[src/rtl/shlfs_pkg.sv]
`default_nettype none

package shlfs_pkg;

   // field widths
   localparam int unsigned HEAT_W = 16;
   localparam int unsigned ERR_W = 16;
   localparam int unsigned TOL_W = 15;
   localparam int unsigned PERIOD_W = 8;
   localparam int unsigned COUNT_W = 16;
   localparam int unsigned STATUS_W = 2;
   localparam int unsigned CSR_INDEX_W = 3;
   localparam int unsigned CSR_DATA_W = 16;

   // divider sizing: one quotient bit per step
   localparam int unsigned DIV_STEPS = HEAT_W;
   localparam int unsigned DIV_CNT_W = $clog2(DIV_STEPS);

   // feed status codes
   localparam logic [STATUS_W-1:0] FEED_READY = 2'd0;
   localparam logic [STATUS_W-1:0] FEED_BUSY = 2'd1;
   localparam logic [STATUS_W-1:0] FEED_ERROR = 2'd2;

   // register indexes
   localparam logic [CSR_INDEX_W-1:0] CSR_HEAT_LIMIT = 3'd0;
   localparam logic [CSR_INDEX_W-1:0] CSR_HEAT_PER_SHOT = 3'd1;
   localparam logic [CSR_INDEX_W-1:0] CSR_COOLING_AMOUNT = 3'd2;
   localparam logic [CSR_INDEX_W-1:0] CSR_COOLING_PERIOD = 3'd3;
   localparam logic [CSR_INDEX_W-1:0] CSR_BUSY_TIMEOUT = 3'd4;
   localparam logic [CSR_INDEX_W-1:0] CSR_ERROR_HOLD = 3'd5;
   localparam logic [CSR_INDEX_W-1:0] CSR_SETTLE_TOL = 3'd6;

   // register defaults
   localparam logic [HEAT_W-1:0] RST_HEAT_LIMIT = 16'd240;
   localparam logic [HEAT_W-1:0] RST_HEAT_PER_SHOT = 16'd10;
   localparam logic [HEAT_W-1:0] RST_COOLING_AMOUNT = 16'd4;
   localparam logic [PERIOD_W-1:0] RST_COOLING_PERIOD = 8'd10;
   localparam logic [COUNT_W-1:0] RST_BUSY_TIMEOUT = 16'd500;
   localparam logic [COUNT_W-1:0] RST_ERROR_HOLD = 16'd50;
   localparam logic [TOL_W-1:0] RST_SETTLE_TOL = 15'd10;

   typedef struct packed {
      logic fire_request;
      logic heat_tick;
      logic signed [ERR_W-1:0] angle_error;
      logic signed [ERR_W-1:0] speed_error;
   } req_type;

   typedef struct packed {
      logic [STATUS_W-1:0] feed_status;
      logic feed_advance;
      logic [HEAT_W-1:0] heat_level;
      logic [HEAT_W-1:0] shots_allowed;
   } rsp_type;

   // divider command and status
   typedef struct packed {
      logic start;
      logic [HEAT_W-1:0] dividend;
      logic [HEAT_W-1:0] divisor;
   } div_cmd_type;

   typedef struct packed {
      logic busy;
      logic [HEAT_W-1:0] quotient;
   } div_stat_type;

endpackage

`default_nettype wire

[src/rtl/shlfs_div.sv]
`default_nettype none

module shlfs_div (
   input wire logic clock,
   input wire logic reset,
   input wire shlfs_pkg::div_cmd_type div_cmd,
   output shlfs_pkg::div_stat_type div_stat
);
   import shlfs_pkg::*;

   logic busy_ff, busy_in;
   logic [DIV_CNT_W-1:0] step_ff, step_in;
   logic [HEAT_W-1:0] rem_ff, rem_in;
   logic [HEAT_W-1:0] quot_ff, quot_in;
   logic [HEAT_W-1:0] dvs_ff, dvs_in;
   logic [HEAT_W:0] shifted;
   logic [HEAT_W:0] diff;

   // one restoring subtract step per cycle
   always_comb begin
      shifted = {rem_ff, quot_ff[HEAT_W-1]};
      diff = shifted - {1'b0, dvs_ff};
      busy_in = busy_ff;
      step_in = step_ff;
      rem_in = rem_ff;
      quot_in = quot_ff;
      dvs_in = dvs_ff;
      if (div_cmd.start) begin
         busy_in = 1'b1;
         step_in = '0;
         rem_in = '0;
         quot_in = div_cmd.dividend;
         dvs_in = div_cmd.divisor;
      end else if (busy_ff) begin
         step_in = step_ff + 1'b1;
         if (step_ff == DIV_CNT_W'(DIV_STEPS - 1)) begin
            busy_in = 1'b0;
         end
         if (!diff[HEAT_W]) begin
            rem_in = diff[HEAT_W-1:0];
            quot_in = {quot_ff[HEAT_W-2:0], 1'b1};
         end else begin
            rem_in = shifted[HEAT_W-1:0];
            quot_in = {quot_ff[HEAT_W-2:0], 1'b0};
         end
      end
   end

   // control state
   always_ff @(posedge clock) begin
      if (reset) begin
         busy_ff <= 1'b0;
         step_ff <= '0;
      end else begin
         busy_ff <= busy_in;
         step_ff <= step_in;
      end
   end

   // operand and partial result registers
   always_ff @(posedge clock) begin
      rem_ff <= rem_in;
      quot_ff <= quot_in;
      dvs_ff <= dvs_in;
   end

   assign div_stat.busy = busy_ff;
   assign div_stat.quotient = quot_ff;

endmodule

`default_nettype wire

[src/rtl/shot_heat_limited_feeder_sequencer_core.sv]
// result: a word accepted while idle starts the divider; its result word is registered
//    (rsp_valid high) once the divider is done, later only if the previous result word
//    has not yet been taken; no new word is accepted until the result word is loaded, as
//    the 16-step divider for the shot allowance holds the sequencer out of idle
// reset: synchronous, active high; clears the sequencer, heat, counters and output
//    valid, and loads every register with its default value
`default_nettype none

module shot_heat_limited_feeder_sequencer_core (
   input wire logic clock,
   input wire logic reset,
   input wire logic req_valid,
   output logic req_ready,
   input wire shlfs_pkg::req_type req_data,
   output logic rsp_valid,
   input wire logic rsp_ready,
   output shlfs_pkg::rsp_type rsp_data,
   input wire logic csr_valid,
   output logic csr_ready,
   input wire logic [shlfs_pkg::CSR_INDEX_W-1:0] csr_index,
   input wire logic [shlfs_pkg::CSR_DATA_W-1:0] csr_data
);
   import shlfs_pkg::*;

   typedef enum logic [0:0] {
      SEQ_IDLE,
      SEQ_DIV
   } seq_state_type;

   seq_state_type seq_ff, seq_in;

   // registers
   logic [HEAT_W-1:0] heat_limit_ff;
   logic [HEAT_W-1:0] heat_per_shot_ff;
   logic [HEAT_W-1:0] cooling_amount_ff;
   logic [PERIOD_W-1:0] cooling_period_ff;
   logic [COUNT_W-1:0] busy_timeout_ff;
   logic [COUNT_W-1:0] error_hold_ff;
   logic [TOL_W-1:0] settle_tol_ff;

   // feeder state
   logic [STATUS_W-1:0] feed_state_ff, feed_state_in;
   logic [COUNT_W-1:0] busy_count_ff, busy_count_in;
   logic [COUNT_W-1:0] error_count_ff, error_count_in;
   logic [HEAT_W-1:0] heat_ff, heat_in;
   logic [PERIOD_W-1:0] cool_count_ff, cool_count_in;
   logic advance_ff, advance_in;
   logic over_ff, over_in;
   logic room_zero_ff, room_zero_in;

   logic rsp_valid_ff, rsp_valid_in;
   rsp_type rsp_data_ff, rsp_data_in;

   logic req_take;
   logic out_free;
   logic load_out;
   logic [PERIOD_W-1:0] cool_inc;
   logic cool_hit;
   logic [HEAT_W-1:0] heat_cooled;
   logic [ERR_W:0] ang_ext, spd_ext;
   logic [ERR_W:0] ang_mag, spd_mag;
   logic settled;
   logic [HEAT_W:0] heat_sum;
   logic [COUNT_W-1:0] busy_inc, error_inc;
   logic [HEAT_W-1:0] room;
   logic [HEAT_W-1:0] allowed;
   div_cmd_type div_cmd;
   div_stat_type div_stat;

   assign req_take = req_valid && req_ready;
   assign out_free = !rsp_valid_ff || rsp_ready;
   assign load_out = (seq_ff == SEQ_DIV) && !div_stat.busy && out_free;

   // cooling, then the feeder state machine, for the word at the input
   always_comb begin
      cool_inc = cool_count_ff + 1'b1;
      cool_hit = req_data.heat_tick && (cool_inc >= cooling_period_ff);
      cool_count_in = cool_count_ff;
      if (req_data.heat_tick) begin
         cool_count_in = cool_hit ? '0 : cool_inc;
      end
      heat_cooled = heat_ff;
      if (cool_hit) begin
         heat_cooled = (heat_ff > cooling_amount_ff) ? heat_ff - cooling_amount_ff : '0;
      end

      ang_ext = {req_data.angle_error[ERR_W-1], req_data.angle_error};
      spd_ext = {req_data.speed_error[ERR_W-1], req_data.speed_error};
      ang_mag = ang_ext[ERR_W] ? (ERR_W+1)'(-ang_ext) : ang_ext;
      spd_mag = spd_ext[ERR_W] ? (ERR_W+1)'(-spd_ext) : spd_ext;
      settled = (ang_mag < (ERR_W+1)'(settle_tol_ff)) &&
                (spd_mag < (ERR_W+1)'(settle_tol_ff));

      heat_sum = {1'b0, heat_cooled} + {1'b0, heat_per_shot_ff};
      busy_inc = busy_count_ff + 1'b1;
      error_inc = error_count_ff + 1'b1;

      heat_in = heat_cooled;
      advance_in = 1'b0;
      busy_count_in = '0;
      error_count_in = '0;
      feed_state_in = FEED_READY;
      case (feed_state_ff)
         FEED_BUSY: begin
            if (busy_inc >= busy_timeout_ff) begin
               feed_state_in = FEED_ERROR;
            end else begin
               busy_count_in = busy_inc;
               feed_state_in = settled ? FEED_READY : FEED_BUSY;
            end
         end
         FEED_ERROR: begin
            if (error_inc < error_hold_ff) begin
               error_count_in = error_inc;
               feed_state_in = FEED_ERROR;
            end
         end
         default: begin
            if (req_data.fire_request && (heat_sum < {1'b0, heat_limit_ff})) begin
               heat_in = heat_sum[HEAT_W-1:0];
               advance_in = 1'b1;
               feed_state_in = FEED_BUSY;
            end
         end
      endcase

      over_in = heat_in > heat_limit_ff;
      room = heat_limit_ff - heat_in;
      room_zero_in = (room == '0);
   end

   // allowance divider
   assign div_cmd.start = req_take;
   assign div_cmd.dividend = room;
   assign div_cmd.divisor = heat_per_shot_ff;

   shlfs_div u_div (
      .clock(clock),
      .reset(reset),
      .div_cmd(div_cmd),
      .div_stat(div_stat)
   );

   // result word assembly
   always_comb begin
      if (over_ff) begin
         allowed = '0;
      end else if (heat_per_shot_ff == '0) begin
         allowed = room_zero_ff ? '0 : '1;
      end else begin
         allowed = div_stat.quotient;
      end
      rsp_data_in.feed_status = feed_state_ff;
      rsp_data_in.feed_advance = advance_ff;
      rsp_data_in.heat_level = heat_ff;
      rsp_data_in.shots_allowed = allowed;
   end

   // sequencer next state
   always_comb begin
      seq_in = seq_ff;
      rsp_valid_in = rsp_valid_ff;
      if (rsp_valid_ff && rsp_ready) begin
         rsp_valid_in = 1'b0;
      end
      case (seq_ff)
         SEQ_IDLE: begin
            if (req_valid) begin
               seq_in = SEQ_DIV;
            end
         end
         SEQ_DIV: begin
            if (load_out) begin
               rsp_valid_in = 1'b1;
               seq_in = SEQ_IDLE;
            end
         end
         default: begin
            seq_in = SEQ_IDLE;
         end
      endcase
   end

   // state, registers and output word
   always_ff @(posedge clock) begin
      if (reset) begin
         seq_ff <= SEQ_IDLE;
         rsp_valid_ff <= 1'b0;
         feed_state_ff <= FEED_READY;
         busy_count_ff <= '0;
         error_count_ff <= '0;
         heat_ff <= '0;
         cool_count_ff <= '0;
         heat_limit_ff <= RST_HEAT_LIMIT;
         heat_per_shot_ff <= RST_HEAT_PER_SHOT;
         cooling_amount_ff <= RST_COOLING_AMOUNT;
         cooling_period_ff <= RST_COOLING_PERIOD;
         busy_timeout_ff <= RST_BUSY_TIMEOUT;
         error_hold_ff <= RST_ERROR_HOLD;
         settle_tol_ff <= RST_SETTLE_TOL;
      end else begin
         seq_ff <= seq_in;
         rsp_valid_ff <= rsp_valid_in;
         if (req_take) begin
            feed_state_ff <= feed_state_in;
            busy_count_ff <= busy_count_in;
            error_count_ff <= error_count_in;
            heat_ff <= heat_in;
            cool_count_ff <= cool_count_in;
         end
         if (csr_valid && csr_ready) begin
            case (csr_index)
               CSR_HEAT_LIMIT: heat_limit_ff <= csr_data;
               CSR_HEAT_PER_SHOT: heat_per_shot_ff <= csr_data;
               CSR_COOLING_AMOUNT: cooling_amount_ff <= csr_data;
               CSR_COOLING_PERIOD: cooling_period_ff <= csr_data[PERIOD_W-1:0];
               CSR_BUSY_TIMEOUT: busy_timeout_ff <= csr_data;
               CSR_ERROR_HOLD: error_hold_ff <= csr_data;
               CSR_SETTLE_TOL: settle_tol_ff <= csr_data[TOL_W-1:0];
               default: begin
               end
            endcase
         end
      end
   end

   // per-word flags and output payload
   always_ff @(posedge clock) begin
      if (req_take) begin
         advance_ff <= advance_in;
         over_ff <= over_in;
         room_zero_ff <= room_zero_in;
      end
      if (load_out) begin
         rsp_data_ff <= rsp_data_in;
      end
   end

   assign req_ready = (seq_ff == SEQ_IDLE);
   assign csr_ready = 1'b1;
   assign rsp_valid = rsp_valid_ff;
   assign rsp_data = rsp_data_ff;

   // an accepted word always starts the divider
   a_take_starts_div: assert property (@(posedge clock) disable iff (reset)
      req_take |=> (div_stat.busy && (seq_ff == SEQ_DIV)))
      else $error("divider not running after input word");

   // a shot always leaves the feeder busy
   a_advance_busy: assert property (@(posedge clock) disable iff (reset)
      (rsp_valid && rsp_data.feed_advance) |-> (rsp_data.feed_status == FEED_BUSY))
      else $error("feed advance without busy status");

   // nonzero allowance only below the heat limit
   a_allow_room: assert property (@(posedge clock) disable iff (reset)
      (rsp_valid && (rsp_data.shots_allowed != '0)) |-> (rsp_data.heat_level < heat_limit_ff))
      else $error("shots allowed at or over heat limit");

endmodule

`default_nettype wire

[config.mk]
export PLATFORM = sky130hd
export DESIGN_NAME = shot_heat_limited_feeder_sequencer_core
export DESIGN_NICKNAME = d
export VERILOG_FILES = /design/src/rtl/shlfs_pkg.sv /design/src/rtl/shlfs_div.sv /design/src/rtl/shot_heat_limited_feeder_sequencer_core.sv
export SDC_FILE = /design/constraint.sdc
export NUM_CORES = 1
export LEC_CHECK = 0
export BUFFER_PORTS_ARGS = -buffer_cell sky130_fd_sc_hd__buf_2
export CAP_MARGIN = 30
export CORE_MARGIN = 1
export CORE_UTILIZATION = 55
export CTS_CLUSTER_DIAMETER = 150
export DETAILED_ROUTE_END_ITERATION = 16
export GPL_TIMING_DRIVEN = 0
export PLACE_DENSITY = 0.73
export SLEW_MARGIN = 20
export SYNTH_ARGS = -nofsm -noshare
export SYNTH_HDL_FRONTEND = slang
export SYNTH_SLANG_ARGS = --single-unit
[constraint.sdc]
create_clock -name clock -period 10.6 [get_ports clock]
set_clock_uncertainty 0.2 [all_clocks]
set_input_delay 1.06 -clock clock [delete_from_list [all_inputs] [get_ports clock]]
set_output_delay 1.06 -clock clock [all_outputs]
set_load 0.01 [all_outputs]
; Yosys cells after proc, flatten, opt, wreduce, memory -nomap -nowiden
; Cells that the tools add are included.
[totals]
register_bits = 254
in_bits = 58
output_inout_bits = 38
word_cells = 110
[classes]
n_addsub = 10
order_cmp = 8
n_eq_ne = 9
muxes = 32
n_bitwise = 1
n_reduce_logical = 24
[ops]
columns = cell, n
row1 = $mux W16, 13
row2 = $lt A17 B15 Y1, 2
row3 = $mux W17, 2
row4 = $neg A17 Y17, 2
row5 = $add A16 B1 Y16 const B, 2
row6 = $gt A16 B16 Y1, 2
row7 = $logic_not A16 Y1, 2
row8 = $sub A16 B16 Y16, 2
row9 = $add A16 B16 Y17, 1
row10 = $lt A17 B16 Y1, 1
row11 = $sub A17 B16 Y17, 1
row12 = $ge A16 B16 Y1, 1
row13 = $lt A16 B16 Y1, 1
row14 = $reduce_and A2 Y1, 8
row15 = $mux W1, 12
row16 = $eq A3 B3 Y1 const B, 3
row17 = $add A8 B1 Y8 const B, 1
row18 = $ge A8 B8 Y1, 1
row19 = $mux W8, 1
row20 = $logic_and A1 B1 Y1, 7
row21 = $eq A3 B2 Y1 const B, 2
row22 = $add A4 B1 Y4 const B, 1
row23 = $eq A4 B4 Y1 const B, 1
row24 = $mux W2, 2
row25 = 11 further kinds, 13

; Depth between registers and ports, before layout
[depth]
depth_word = 11
ltp_mapped = 41
depth_no_buf = 39

; Cells and area by module
; From an unflattened synthesis, not the netlist that was laid out.
[hier_totals]
hier_cells = 1928
area_unflattened_um2 = 16191.8
[by_module_without_submodules]
columns = module, n_inst, cells_each, area_each_um2, seq_area_each_um2
row1 = shot_heat_limited_feeder_sequencer_core, 1, 1640, 13185.1, 4404.2
row2 = shlfs_div, 1, 288, 3006.6, 1381.3

; Worst setup path before layout
; Ideal clock, no wire load.
[synth_path]
path_kind = register -> register
startpoint = reg cool_count_ff[0]
endpoint = reg room_zero_ff, data pin
setup_ns = 0.175
arrival_time_ns = 7.417
required_time_ns = 10.225
setup_slack_ns = 2.808
path_stages_with_launch = 41
path_buffers = 2
synth_period_minus_slack_ns = 7.792
cell_sequence = dfxtp_1 -> and3_1 -> and3_1 -> nand3_1 -> xnor2_1 -> ha_1 -> o21a_1 -> o21a_1 -> nand2_1 -> clkbuf_1 -> o31ai_1 -> ha_1 -> inv_1 -> fa_1 -> nand2b_1 -> a21o_1 -> a21oi_1 -> o21a_1 -> [5 not listed] -> a211oi_1 -> o211ai_1 -> a21oi_1 -> o21ai_2 -> inv_1 -> buf_2 -> o21a_1 -> ha_1 -> inv_1 -> fa_1 -> a211oi_1 -> o21ai_0 -> a211oi_1 -> o21ai_0 -> o211ai_1 -> xor2_1 -> o2111ai_1 -> nor4bb_1
[synth_between]
elab_chain_len = 11
[synth_rtl]
columns = item, line
row1 = start: declaration, shot_heat_limited_feeder_sequencer_core.sv:46  ; logic [PERIOD_W-1:0] cool_count_ff, cool_count_in;
row2 = start signal: assignment, shot_heat_limited_feeder_sequencer_core.sv:209  ; cool_count_ff <= cool_count_in;
row3 = $add A8 B1 Y8 (*), shot_heat_limited_feeder_sequencer_core.sv:76  ; cool_inc = cool_count_ff + 1'b1;
row4 = $ge A8 B8 Y1 (*), shot_heat_limited_feeder_sequencer_core.sv:77  ; cool_hit = req_data.heat_tick && (cool_inc >= cooling_period_ff);
row5 = $logic_and A1 B1 Y1 (*), shot_heat_limited_feeder_sequencer_core.sv:77
row6 = $mux W16 (*), shot_heat_limited_feeder_sequencer_core.sv:83  ; if (cool_hit) begin
row7 = $add A16 B16 Y17, shot_heat_limited_feeder_sequencer_core.sv:94  ; heat_sum = {1'b0, heat_cooled} + {1'b0, heat_per_shot_ff};
row8 = $lt A17 B16 Y1, shot_heat_limited_feeder_sequencer_core.sv:119  ; if (req_data.fire_request && (heat_sum < {1'b0, heat_limit_ff})) begin
row9 = $logic_and A1 B1 Y1, shot_heat_limited_feeder_sequencer_core.sv:119
row10 = $mux W16, shot_heat_limited_feeder_sequencer_core.sv:119
row11 = $mux W16 (*), shot_heat_limited_feeder_sequencer_core.sv:103  ; case (feed_state_ff)
row12 = named net heat_in[0], shot_heat_limited_feeder_sequencer_core.sv:45  ; logic [HEAT_W-1:0] heat_ff, heat_in;
row13 = $sub A16 B16 Y16 (*), shot_heat_limited_feeder_sequencer_core.sv:128  ; room = heat_limit_ff - heat_in;
row14 = $logic_not A16 Y1 (*), shot_heat_limited_feeder_sequencer_core.sv:129  ; room_zero_in = (room == '0);
row15 = named net room_zero_in, shot_heat_limited_feeder_sequencer_core.sv:49  ; logic room_zero_ff, room_zero_in;
row16 = end signal: assignment, shot_heat_limited_feeder_sequencer_core.sv:232  ; room_zero_ff <= room_zero_in;
row17 = end: declaration, shot_heat_limited_feeder_sequencer_core.sv:49
; The timed path passes the listed nets; every way through them passes the cells marked *.
; A chain may end at the register's enable or synchronous reset.

; Final worst setup path
; Ends and elaborated chain as after synthesis.

==> results.yml <==
sta:
  grt_setup_unrepaired: "false"
  hold_violations: 0
  maxSlewViolCount: 0
  clock.fmax_mhz: 102
  timing.final.crit_period_ns: 9.77
  finalCritPeriodShare_pct: 92.2
  setup_viol: 0
  worst_pin_slew_ns: 0.901
  fin_tns_setup_ns: 0
  slew_headroom_pct: 39.9
routing:
  drt_pass1_iterations: 5
  wl_per_cell_um: 18.5
  via_per_inst: 5.89
  wl_um: 44000
  via_count: 14000
  drt_iter0_drc: 1085
  drtAntennaViolNets: 0
  drcViolationCount: 0
global_routing:
  grt_pass1_vias: 13000
  antenna_found_initial: 2
  grt_max_degree: 29
  grtUsageTotal_pct: 30.5
  grt_pass1_wl_um: 69400
  grt-ovfl-total: 0
worst_setup_path:
  cp_slowest_cell: "o31ai_2"
  r2r-end: "room_zero_ff"
  path_max_fanout: 10
  endpoint_kind: "flop"
  cp.arrival_ns: 9.95
  start_kind: "flop"
  worst_path_most_repeated_cell: "ha_1"
  ff2ff_path_depth: 39
  max_stage_delay_ns: 0.51
  cp.required_ns: 10.78
  r2r_setup_slack_ns: 0.83
  timing_worst_setup_path_type: "reg2reg"
  r2r-start: "cool_count_ff[0]"
min_path:
  hold_path_depth: 0
  holdCritPathClass: "reg2reg"
  worst_hold_path.endpoint: "rsp_data[32]"
  holdCritStartpoint: "advance_ff"
power:
  peakVddDrop_mv: 0.116
  total_leakage_power_uw: 0.00744
  p_per_area_nw_per_um2: 156
clock_tree:
  htreeDepth: 1
  cts_setup_buffers: 0
  cts_hold_buf: 0
  clk_latency_ns: 0.59
  cts_tree: "yes"
  cts.sinks: 254
  cts-root-buf: "clkbuf_16"
  clk_pin_slew_worst_paths_ns: 0.06
  clock_path_buffers: 3
  post_cts_resized: 0
  cts_inserted_buffers: 29
die:
  start_util_pct: 56.3
  core_um2: 28000
  row_count: 61
  io_pins: 96
  dieWidth_um: 171
  die_area_um2: 29300
  floorplan.die.height_um: 171
run_status:
  outcome: "finished, final reports clean"
synth:
  synth_area_per_cell_um2: 8.50
  ys_warn_count: 0
  synth_area_leader_cell: "dfxtp_1"
  async_reset_ff_share_pct: 0
  synth_edf_count: 70
  synthTopCellsByArea: "dfxtp_1, edfxtp_1, ha_1"
  synth_ff_type: "dfxtp_1"
  syn_nets: 2069
  synth_area_um2: 15800
  synthDistinctLibCells: 76
  synth_seq_area_share_pct: 36.7
  ys_seq_elements: 254
  synth_top_cell_area_share_pct: 23.4
  postSynthCellCount: 1853
place:
  dp_hpwl_um: 33800
  placed_cells: 2325
  numPortBuffers: 93
  gp_congestion: 0.936
cells_and_area:
  syn2layout_area_growth_pct: 12.5
  drive_gt1_share_pct: 8.60
  stdcell_count: 2379
  antennaDiodeCount: 0
  fin_nets: 2194
  largest_reg_flops: 35
job:
  maxCapViolCount: 0
[worst max-delay path by stage]
| stage | from | end | slack [ns] | cells after the start |
|---|---|---|---|---|
| after floorplan | cool_count_ff[0] | room_zero_ff | 2.81 | 40 |
| after global placement | cool_count_ff[0] | room_zero_ff | 0.96 | 39 |
| after detailed placement | cool_count_ff[0] | room_zero_ff | 0.92 | 39 |
| after CTS | cool_count_ff[0] | room_zero_ff | 0.85 | 39 |
| after global routing | cool_count_ff[0] | room_zero_ff | 0.07 | 40 |
| final | cool_count_ff[0] | room_zero_ff | 0.83 | 39 |
[cells in the final DEF (no fill, tap or decap), types with 9 or more instances in the layout]
cell | synthesis | final
a22o_1 | 16 | 16
ha_1 | 154 | 154
buf_2 | 2 | 96
dfxtp_1 | 184 | 184
nor2_1 | 103 | 103
nand2b_1 | 32 | 32
xnor2_1 | 66 | 66
o21ai_0 | 107 | 107
o211ai_1 | 16 | 16
clkbuf_16 | 0 | 31
xor2_1 | 36 | 36
nor3b_1 | 10 | 10
clkbuf_1 | 56 | 58
nand4_1 | 9 | 9
a211oi_1 | 16 | 16
mux2i_1 | 23 | 23
nand3_1 | 35 | 35
nor3_1 | 27 | 27
o21a_1 | 41 | 41
edfxtp_1 | 70 | 70
o2111ai_1 | 9 | 9
nor2b_1 | 14 | 13
nor4_1 | 10 | 10
or3_1 | 17 | 17
nand3b_1 | 21 | 21
o31ai_1 | 18 | 17
and3_1 | 22 | 22
a21oi_1 | 156 | 156
a21o_1 | 31 | 31
nand2_1 | 305 | 305
a211o_1 | 15 | 15
inv_1 | 131 | 131
[worst max-delay path, delay by kind of cell (launching register included)]
kind | cells | cell delay [ns]
compound gates | 16 | 3.75
xor+xnor | 3 | 0.54
fa+ha+maj | 6 | 1.87
buf+inv | 5 | 0.91
flops | 1 | 0.40
simple gates | 9 | 1.89
[cell type report]
cell class	instances	area, um^2
Buffer	66	277
Clock buffer	37	838
Clock inverter	17	165
Fill cell	2507	10300
Inverter	131	492
Multi-Input combinational cell	1402	9220
Sequential cell	254	5790
Tap cell	378	473
Timing Repair Buffer	94	485
[per-layer routing]
layer  GRT usage [%]  share of wire (%)
met3            3.52                6.2
met2            50.5                 45
met4            11.1                3.6
met1            40.9                 45
met5               0              0.057
[per-stage QoR]
stage	hold slack (ns)	setup slack (ns)	instance area (um^2)	power, uW	util, %
floorplan	0.200	2.81	15800	1550	-
global placement	0.202	0.959	16700	1720	59.6
detailed placement	0.227	0.918	16700	1730	59.7
CTS	0.240	0.846	17700	2760	63.3
global route	0.237	0.0738	17700	2880	63.3
finish	0.232	0.832	17700	2760	63.3
[synth_stat cells, types with 5 or more instances]
| library cell | n |
|---|---|
| a2111oi_0 | 5 |
| a211o_1 | 15 |
| a211oi_1 | 16 |
| a21boi_0 | 5 |
| a21o_1 | 31 |
| a21oi_1 | 156 |
| a22o_1 | 16 |
| a31oi_1 | 8 |
| and2_1 | 5 |
| and3_1 | 22 |
| clkbuf_1 | 56 |
| dfxtp_1 | 184 |
| edfxtp_1 | 70 |
| ha_1 | 154 |
| inv_1 | 131 |
| mux2i_1 | 23 |
| nand2_1 | 305 |
| nand2b_1 | 32 |
| nand3_1 | 35 |
| nand3b_1 | 21 |
| nand4_1 | 9 |
| nor2_1 | 103 |
| nor2b_1 | 14 |
| nor3_1 | 27 |
| nor3b_1 | 10 |
| nor4_1 | 10 |
| o2111ai_1 | 9 |
| o211a_1 | 5 |
| o211ai_1 | 16 |
| o21a_1 | 41 |
| o21ai_0 | 107 |
| o31ai_1 | 18 |
| or2_2 | 5 |
| or3_1 | 17 |
| xnor2_1 | 66 |
| xor2_1 | 36 |
[where the power goes]
part	total [uW]	switching, uW	internal [uW]
clock network	1040	429	612
logic	619	369	250
registers	1100	37.5	1070
[logic make-up (layout without fill, tap and decap cells)]
logic type,after synthesis,in the layout,synth area share [%]
AO/OA/AOI/OAI,488,488,19.9
XOR/XNOR,102,102,5.67
adder cells (fa/ha/maj),158,158,12.7
buffers and inverters,197,345,4.87
flip-flops,254,254,36.7
multiplexers,27,27,1.76
other,1,1,0.0238
AND/OR/NAND/NOR,626,626,18.3
Note: power is estimated with default switching activity, not from simulation.
